[config.mk]
export PLATFORM = sky130hd
export DESIGN_NAME = iig_cfg
export DESIGN_NICKNAME = d
export VERILOG_FILES = /design/src/iig_pkg.sv /design/src/iig_cfg.sv
export SDC_FILE = /design/constraint.sdc
export NUM_CORES = 1
export LEC_CHECK = 0
export ABC_AREA = 1
export BUFFER_PORTS_ARGS = -buffer_cell sky130_fd_sc_hd__buf_2
export CELL_PAD_IN_SITES_DETAIL_PLACEMENT = 1
export CELL_PAD_IN_SITES_GLOBAL_PLACEMENT = 2
export CORE_MARGIN = 4
export CORE_UTILIZATION = 19
export CTS_BUF_LIST = sky130_fd_sc_hd__clkbuf_4 sky130_fd_sc_hd__clkbuf_8
export CTS_CLUSTER_DIAMETER = 30
export DETAILED_ROUTE_END_ITERATION = 7
export PLACE_DENSITY = 0.82
export SLEW_MARGIN = 25
export SYNTH_ARGS = -nofsm -noshare
export SYNTH_HDL_FRONTEND = slang
export SYNTH_SLANG_ARGS = --single-unit
export TNS_END_PERCENT = 20
[constraint.sdc]
create_clock -name clk -period 1 [get_ports clk]
set_clock_uncertainty 0.2 [all_clocks]
set_input_delay 0 -clock clk [delete_from_list [all_inputs] [get_ports clk]]
set_output_delay 0 -clock clk [all_outputs]
set_load 0.01 [all_outputs]
[src/iig_pkg.sv]
`timescale 1ns / 1ps
// Shared types and constants for the integral image generator.
// No dependencies; imported by every module of the block but iig_ram.
package iig_pkg;

    localparam int CFG_W  = 11;   // width of a geometry register
    localparam int PIX_W  = 8;    // grayscale pixel
    localparam int SUM_W  = 32;   // wrapped integral values
    localparam int APB_AW = 3;    // two 32-bit registers
    localparam int APB_DW = 32;

    localparam logic [CFG_W-1:0] WIDTH_RESET  = 11'd640;
    localparam logic [CFG_W-1:0] HEIGHT_RESET = 11'd480;

    // Register index, taken from paddr[2]
    typedef enum logic
    {
        REG_IMAGE_WIDTH  = 1'b0,
        REG_IMAGE_HEIGHT = 1'b1
    } reg_index_t;

    typedef struct packed
    {
        logic [CFG_W-1:0] image_width;
        logic [CFG_W-1:0] image_height;
    } geometry_t;

endpackage

[src/iig_cfg.sv]
`timescale 1ns / 1ps
// APB register file holding the frame geometry.
// Depends on iig_pkg.
module iig_cfg
    import iig_pkg::*;
(
    input  logic              clk,
    input  logic              rst_n,
    input  logic              psel,
    input  logic              penable,
    input  logic              pwrite,
    input  logic [APB_AW-1:0] paddr,
    input  logic [APB_DW-1:0] pwdata,
    output logic [APB_DW-1:0] prdata,
    output logic              pready,
    output geometry_t         geometry
);

    geometry_t  geometry_reg;
    geometry_t  geometry_next;
    reg_index_t index;
    logic       write_en;

    assign pready   = 1'b1;
    assign index    = reg_index_t'(paddr[2]);
    assign write_en = psel && penable && pwrite && pready;
    assign geometry = geometry_reg;

    always_comb
    begin
        geometry_next = geometry_reg;
        if (write_en)
        begin
            unique case (index)
                REG_IMAGE_WIDTH:  geometry_next.image_width  = pwdata[CFG_W-1:0];
                REG_IMAGE_HEIGHT: geometry_next.image_height = pwdata[CFG_W-1:0];
                default:          geometry_next = geometry_reg;
            endcase
        end
    end

    always_comb
    begin
        unique case (index)
            REG_IMAGE_WIDTH:  prdata = {{(APB_DW-CFG_W){1'b0}}, geometry_reg.image_width};
            REG_IMAGE_HEIGHT: prdata = {{(APB_DW-CFG_W){1'b0}}, geometry_reg.image_height};
            default:          prdata = '0;
        endcase
    end

    always_ff @(posedge clk or negedge rst_n)
    begin
        if (!rst_n)
        begin
            geometry_reg.image_width  <= WIDTH_RESET;
            geometry_reg.image_height <= HEIGHT_RESET;
        end
        else
        begin
            geometry_reg <= geometry_next;
        end
    end

endmodule

After elaboration in Yosys (flattened, before gate mapping)
Index checks and enable logic that the tools add are counted.
- multiplexer cells: 1
- bitwise gates (word level): 1
- reduce and logical (&&, ||, !) cells: 4
- operators by type and width (cell ; count):
    32-bit one-hot mux with 2 select lines ; 1
    2-bit AND reduction ; 2
    1-bit logical AND ; 2
    1-bit NOT ; 1
- register bits after elaboration: 22
- bits of input ports: 40
- output and inout port bits: 55
- logic and storage cells: 8

Longest topological paths before layout
Gate-level depths: netlist of the first run.
- word-level depth: 3
- gate-level depth with buffers: 5
- gate-level depth less buffers: 4

Least setup slack after synthesis of the first run
OpenSTA, ideal clock, no wires.
- path type: register to register
- start point: reg geometry[5] (netlist name)
- end point: reg geometry_reg (netlist bit geometry[5])
- setup time: 60 ps
- arrival: 643 ps
- required time: 740 ps
- setup slack: 97 ps
- cell stages (with the launch flop): 3
- buffers on the path: 0
- clock period less this slack: 903 ps
- cells stage by stage: dfstp_2 > nand2_1 > nand2_1
- RTL lines (item ; line ; text):
    end signal, assigned ; iig_cfg.sv:60 ; geometry_reg <= geometry_next;
    end, declared ; iig_cfg.sv:19 ; geometry_t geometry_reg;

Final worst setup path of the first run
- start point: reg geometry_reg (netlist bit geometry[18])
- end point: out prdata[7]
- word-level cells in the longest chain between the ends: 1
- RTL lines (item ; line ; text):
    32-bit one-hot mux with 2 select lines ; iig_cfg.sv:44 ; unique case (index)
    end, declared ; iig_cfg.sv:14 ; output logic [APB_DW-1:0] prdata,
Every way passes these cells. The select of a mux whose other input is x is not followed.

==> summary.txt, run 1 <==
Synth top area share - 33.2%
IO buf count - 49
Synth warn - 0
Unique masters post-synth - 11
Die footprint - 0.00769 sq mm
Max FFs per register - 22
CTS sink cnt - 22
Critical R2R Capture - geometry[20]
Max Fanout on Critical Path - 3
Crit start category - flop
H-tree levels - 1
Pin count of the biggest net entering global routing - 23
Pleak - 0.983 nW
Seq/Total Area, Yosys - 46.2%
Most frequent cells in the layout - nand2_1 (76), buf_2 (47), nand3_1 (22), conb_1 (22), dfrtp_1 (16)
Final worst setup slack - -244 ps
Main combinational cell family by area after synthesis - simple AND/OR/NAND/NOR gates
Clk buf depth - 2
Clock Latency Late Sink - 260 ps
Routed Antenna Nets - 0
Register-to-Register Path Depth - 3
Synth area leader - dfrtp_1
Power Density - 1720 mW/mm^2
Initial drt markers - 16
CTS hold repair buffers - 12
CTS tree - done
Core area - 0.00603 sq mm
Syn_area_per_cell - 7.59 sq um
IO Pins - 95
Gr ovfl total - 0
HPWL after DPL - 2620 microns
Hold WC Path Type - in -> reg
RePlAce Congestion - 0.700
CP required - 800 ps
Layout cells sized above 1 - 32.9%
R2r setup slk - -20 ps
Final net count - 266
Final count of negative-setup-slack endpoints - 33
RSZ-0062 raised after global routing - yes
CTS Buf Count - 3
Tmin final - 1240 ps
Total Routed Length - 3580 microns
XOR/XNOR share of the synthesized area - 0%
Final Hold Fails - 4
Worst slack, placed - 40.6 ps
N_diodes - 0
Mapped cell area - 0.00121 sq mm
Worst VDD drop - 505 uV
Compound-Gate Fraction of Synth Area - 0%
Total of max-cap violations - 0
Final cell count without fillers - 300
Commonest non-fill, non-tap cell in the layout - nand2_1
Worst-margin pin slew - 522 ps
Worst hold path stage count - 4
Synth Area in Simple Gates - 34.9%
Synth Area in Adders - 0%
Setup Crit Path Kind - reg -> out
Period utilization - 124%
FF-to-FF Start - geometry[20]
Filler Cell Count - 770
Max Freq - 0.804 GHz
Drt drc - 0
CP Capture Type - output port
Site Rows - 28
Failing checks - hold timing, setup timing
Via count - 1,167
DR WL/cell - 11.9 microns
Slew HR - 65.2%
Setup tns final - -2860 ps
Dpl cells - 281
Initial antenna violation count - 0
Synth area leaders - dfrtp_1 (33%), nand2_1 (24%), buf_4 (16%), dfstp_2 (13%), nand3_1 (9.1%)
Area growth syn-to-layout - 40.8%
Clock transition at path regs - 90 ps
Hold_sp - paddr[2]
Hold endpoint - geometry[5]
Post-synthesis mux area share - 0%
First-pass GRT wire length - 5840 microns
Vias in the first global route - 1,168
Hold slack final - -22.8 ps
Total Routing Usage GR - 9.57%
Worst Path Arrival - 1040 ps
Power Total - 2.92 mW
Status - complete, but fails checks
Drt pass-1 iters - 3
Die Y - 87.7 microns
Die width - 87.7 microns
Yosys reg bits - 22
CTS root buf - clkbuf_8
Cells after synthesis - 159
Vias per cell - 3.89
Starting Density - 20.0%
Pins over their slew limit - 0
critical path: stages (launching register included):
cell     delay [ps]
dfstp_2         550
nand2_1          60
nand2_1          60
buf_2           120
metrics by stage:
step,area [sq um],utilization (%)
2_1_floorplan,1280,-
3_3_place_gp,1470,24.4
3_5_place_dp,1470,24.4
4_1_cts,1690,28.0
5_1_grt,1700,28.2
6_report,1700,28.2
area by class of cell:
cell class                 instances  area (sq um)  share of cell area (%)
clock buffer                       3          41.3                    2.43
clock inverter                     1          30.0                    1.77
inverter                           2          7.51                   0.442
multi-input combinational        125           509                    29.9
sequential                        22           558                    32.8
tap                               75          93.8                    5.52
timing repair buffer              72           460                    27.1
cell families after synthesis:
logic type             after synthesis
buffers and inverters               32
DFF                                 22
and+or+nand+nor                    103
other                                2
synth_stat cells (all sizes together):
| library cell | count |
|---|---|
| dfrtp | 16 |
| nand4 | 2 |
| nand3 | 22 |
| nor2 | 1 |
| dfstp | 6 |
| conb | 2 |
| inv | 2 |
| buf | 30 |
| nand2 | 78 |
report_power, final:
part | total [mW] | switching (mW) | internal, mW
sequential | 1.22 | 0.127 | 1.09
combinational | 0.868 | 0.485 | 0.383
clock | 0.836 | 0.301 | 0.534
how the worst max path moves through the flow:
stage | start | to | slack (ps)
final | geometry[18] | prdata[7] | -240
after global routing | geometry[20] | prdata[9] | -300
after CTS | geometry[18] | prdata[7] | -260
after detailed placement | geometry[7] | prdata[7] | 40
after global placement | geometry[20] | prdata[9] | 40
after floorplan | geometry[5] | geometry[5] | 100
per-layer routing:
metal  vias up  track usage (%)  routed length, microns
li1        579                -                       -
met1       545             12.1                    1520
met2        41             16.8                    1790
met3         2            0.941                     231
met4         0             3.35                      39
met5         -                0                       0
repair_timing:
item	4_1_cts	5_1_grt
gates resized for setup	2	3
setup buffers	3	0
setup endpoints to repair	33	36
hold endpoints to repair	44	2
pin swaps	12	6
No activity file was read; power rests on OpenSTA's default activity.
==> inputs of run 2 (changes only) <==
==> constraint.sdc (replaced) <==
create_clock -name clk -period 1 [get_ports clk]
set_clock_uncertainty 0.2 [all_clocks]
set_input_delay 0.05 -clock clk [delete_from_list [all_inputs] [get_ports clk]]
set_output_delay 0.05 -clock clk [all_outputs]
set_load 0.01 [all_outputs]
==> summary.txt, run 2 (synthesis results as in run 1) <==
IO buf count - 49
Worst hold path stage count - 4
Die width - 87.7 microns
Max Fanout on Critical Path - 3
Worst VDD drop - 526 uV
Post-layout util - 29.1%
Power Total - 2.81 mW
Site Rows - 28
CTS sink cnt - 22
Vias per cell - 3.94
Area of the multi-input gates - 507 sq um
Routed Antenna Nets - 0
H-tree levels - 1
Gr ovfl total - 0
Drt pass-1 iters - 3
Commonest non-fill, non-tap cell in the layout - nand2_1
Hold WC Path Type - in -> reg
Failing checks - setup timing
Initial drt markers - 23
Worst-margin pin slew - 522 ps
Hold endpoint - geometry[5]
IO Pins - 95
R2r setup slk - 10 ps
Worst Path Arrival - 1040 ps
Most frequent cells in the layout - nand2_1 (77), buf_2 (43), nand3_1 (22), conb_1 (22), dfrtp_1 (16)
FF-to-FF Start - geometry[20]
Filler Cell Count - 754
Layout cells sized above 1 - 33.0%
Max Freq - 0.776 GHz
CTS root buf - clkbuf_8
HPWL after DPL - 2690 microns
Final count of negative-setup-slack endpoints - 33
RSZ-0062 raised after global routing - yes
RePlAce Congestion - 0.713
Via count - 1,190
Tmin final - 1290 ps
Slew HR - 65.2%
Clock Latency Late Sink - 250 ps
Max FFs per register - 22
Drt drc - 0
Hold_sp - paddr[2]
Starting Density - 20.0%
Clk buf depth - 2
CTS Buf Count - 3
Total of max-cap violations - 0
Status - complete, but fails checks
Core area - 0.00603 sq mm
Die Y - 87.7 microns
Pin count of the biggest net entering global routing - 23
DR WL/cell - 11.9 microns
Die footprint - 0.00769 sq mm
First-pass GRT wire length - 5860 microns
Crit start category - flop
Area growth syn-to-layout - 45.3%
Pleak - 1.00 nW
Final Hold Fails - 0
Final net count - 268
Pins over their slew limit - 0
Power Density - 1600 mW/mm^2
Vias in the first global route - 1,220
Total Routed Length - 3610 microns
CP Capture Type - output port
Initial antenna violation count - 0
CP required - 750 ps
N_diodes - 0
Setup Crit Path Kind - reg -> out
Total Routing Usage GR - 9.68%
Register-to-Register Path Depth - 3
Period utilization - 129%
CTS tree - done
FF/Latch Area - 558 sq um
Clock transition at path regs - 80 ps
Final worst setup slack - -289 ps
Critical R2R Capture - geometry[20]
run 2: timing repair:
action	4_1_cts	5_1_grt
hold buffers	12	0
hold endpoints to repair	44	0
setup endpoints to repair	33	33
buffers inserted	0	5
pin swaps	16	8
cloned	0	0
resized for setup	3	8
run 2: stage by stage:
stage          area [sq um]  hold WS (ps)  setup slack (ps)  cells  TNS, ps
6_report               1750          24.2              -289    302    -4590
5_1_grt                1750          49.3              -361    302    -6080
4_1_cts                1680          22.0              -311    297    -4760
3_5_place_dp           1490          -142             -19.6    281    -75.0
3_3_place_gp           1490          -151             -15.3    281    -39.9
2_1_floorplan          1280          -446              53.3    179        0
run 2: report_power, final:
| group | switching, mW | internal, mW | total [mW] |
|---|---|---|---|
| registers | 0.137 | 1.09 | 1.23 |
| clock network | 0.274 | 0.350 | 0.624 |
| logic | 0.499 | 0.454 | 0.953 |
| total | 0.910 | 1.89 | 2.81 |
run 2: final cells by class:
class                           count  area share, %
Timing Repair Buffer               74           30.4
Multi-Input combinational cell    125           28.9
Inverter                            2          0.428
Tap cell                           75           5.35
Clock buffer                        4           3.14
Sequential cell                    22           31.8
run 2: worst max path at each step:
stage	from	end	cells after the start
floorplan	geometry[5]	prdata[5]	2
global placement	geometry[5]	prdata[5]	3
detailed placement	geometry[7]	prdata[7]	3
CTS	geometry[18]	prdata[7]	3
global route	geometry[5]	prdata[5]	3
finish	geometry[8]	prdata[8]	3
run 2: worst max-delay path, cell delays in order, from the launching register on:
cell	delay, ps
dfstp_2	560
nand2_2	50
nand2_1	60
buf_2	120
run 2: routing by layer:
layer  GRT usage (%)  vias to the layer above  share of wire, %
met4            2.93                        0               1.0
met1            11.2                      564                42
li1                -                      583                 -
met5               0                        -                 0
met3            1.03                        2               6.6
met2            18.6                       41                50
==> inputs of run 3 (changes only) <==
--- a/config.mk
+++ b/config.mk
@@ -6,15 +6,16 @@
 export NUM_CORES = 1
 export LEC_CHECK = 0
 export ABC_AREA = 1
-export BUFFER_PORTS_ARGS = -buffer_cell sky130_fd_sc_hd__buf_2
 export CELL_PAD_IN_SITES_DETAIL_PLACEMENT = 1
 export CELL_PAD_IN_SITES_GLOBAL_PLACEMENT = 2
 export CORE_MARGIN = 4
-export CORE_UTILIZATION = 19
+export CORE_UTILIZATION = 31
 export CTS_BUF_LIST = sky130_fd_sc_hd__clkbuf_4 sky130_fd_sc_hd__clkbuf_8
 export CTS_CLUSTER_DIAMETER = 30
 export DETAILED_ROUTE_END_ITERATION = 7
-export PLACE_DENSITY = 0.82
+export DONT_BUFFER_PORTS = 1
+export PLACE_DENSITY = 0.83
+export REMOVE_ABC_BUFFERS = 1
 export SLEW_MARGIN = 25
 export SYNTH_ARGS = -nofsm -noshare
 export SYNTH_HDL_FRONTEND = slang
==> summary.txt, run 3 (synthesis results as in run 1) <==
Die Y - 70.4 microns
Hold endpoint - geometry[7]
RePlAce Congestion - 0.681
Failing checks - hold timing, setup timing
Max FFs per register - 22
Worst Path Arrival - 960 ps
Total Routed Length - 3360 microns
Pleak - 0.801 nW
Slowest CP cell - dfstp_2
Hold WC Path Type - in -> reg
Most frequent cells in the layout - nand2_1 (61), nand3_1 (22), conb_1 (22)
Crit start category - flop
Period utilization - 121%
Final Hold Fails - 22
Drt pass-1 iters - 4
Final count of negative-setup-slack endpoints - 22
Worst VDD drop - 1000 uV
Commonest non-fill, non-tap cell in the layout - nand2_1
Total Routing Usage GR - 13.6%
FF-to-FF Start - geometry[7]
Max Fanout on Critical Path - 3
Die width - 70.4 microns
CTS root buf - clkbuf_8
First-pass GRT wire length - 5410 microns
Final net count - 224
Total of max-cap violations - 0
Die footprint - 0.00496 sq mm
Tmin final - 1210 ps
H-tree levels - 1
Post-layout util - 40.7%
CTS Buf Count - 3
Pins over their slew limit - 0
Status - complete, but fails checks
Vias per cell - 4.58
Hold slack final - -294 ps
Crit path cell chain - nand2_1, nand2_2
Site Rows - 22
Power Density - 1690 mW/mm^2
Levels on crit path - 2
Final worst setup slack - -210 ps
Initial antenna violation count - 0
Hold_sp - paddr[2]
DR WL/cell - 14.5 microns
Max Freq - 0.827 GHz
Critical path's largest stage delay - 550 ps
CP bufs+invs - 0
Via count - 1,058
Drt drc - 0
Worst hold path stage count - 2
Setup Crit Path Kind - reg -> out
Clock Latency Late Sink - 260 ps
Register-to-Register Path Depth - 3
Critical R2R Capture - geometry[7]
Power Total - 2.56 mW
N_diodes - 0
Layout cells sized above 1 - 26.8%
RSZ-0062 raised after global routing - yes
CP required - 750 ps
CTS sink cnt - 22
Initial drt markers - 19
Starting Density - 32.5%
Setup tns final - -2900 ps
Vias in the first global route - 1,103
Delay-heaviest family, CP - flip-flops
Routed Antenna Nets - 0
Area growth syn-to-layout - 25.4%
Filler Cell Count - 462
CP Capture Type - output port
Clk buf depth - 2
HPWL after DPL - 2270 microns
Clock transition at path regs - 80 ps
R2r setup slk - -20 ps
Gr ovfl total - 0
Core area - 0.00372 sq mm
Pin count of the biggest net entering global routing - 25
CTS tree - done
IO Pins - 95
IO buf count - 0
==> run 3: worst max path at each step <==
stage	from	end	slack (ps)
final	geometry[20]	prdata[9]	-210
after detailed placement	geometry[7]	prdata[7]	40
after global placement	geometry[18]	prdata[7]	60
after floorplan	paddr[2]	geometry[11]	-60
after global routing	geometry[20]	prdata[9]	-260
after CTS	geometry[18]	prdata[7]	-220
==> run 3: timing repair <==
item	4_1_cts	5_1_grt
hold buffers	11	2
setup buffers	1	0
gates resized for setup	16	9
hold endpoints to repair	44	43
setup endpoints to repair	21	22
pin swaps	13	9
==> run 3: final cells by class <==
class / count / area [sq um] / share of cell area, %
clock buffers: 4 / 48.8 / 3.22
inverters: 2 / 7.51 / 0.496
multi-input cells: 125 / 547 / 36.1
flip-flops and latches: 22 / 561 / 37.0
well taps: 48 / 60.1 / 3.97
repair buffers: 30 / 290 / 19.2
==> run 3: metrics by stage <==
stage	setup WS, ps	cell area [sq um]	cells	hold slack, ps
detailed placement	43.8	1250	213	-445
global placement	60.9	1250	213	-445
CTS	-224	1460	229	-737
floorplan	-60.0	1070	149	-446
global route	-263	1510	231	-300
finish	-210	1510	231	-294
==> run 3: routing by layer <==
layer / vias to the layer above / track usage, % / wire [microns] / share of wire [%]
met5: - / 0 / 0 / 0
li1: 497 / - / - / -
met1: 505 / 15.8 / 1290 / 38
met4: 0 / 1.28 / 23 / 0.68
met2: 52 / 25.1 / 1750 / 52
met3: 4 / 4.17 / 288 / 8.6
==> run 3: power breakdown <==
part           total, mW  internal, mW  switching, mW  leakage (nW)
registers           1.30          1.09          0.210         0.262
clock network      0.580         0.311          0.269        0.0262
logic              0.677         0.300          0.376         0.513
total               2.56          1.71          0.855         0.801
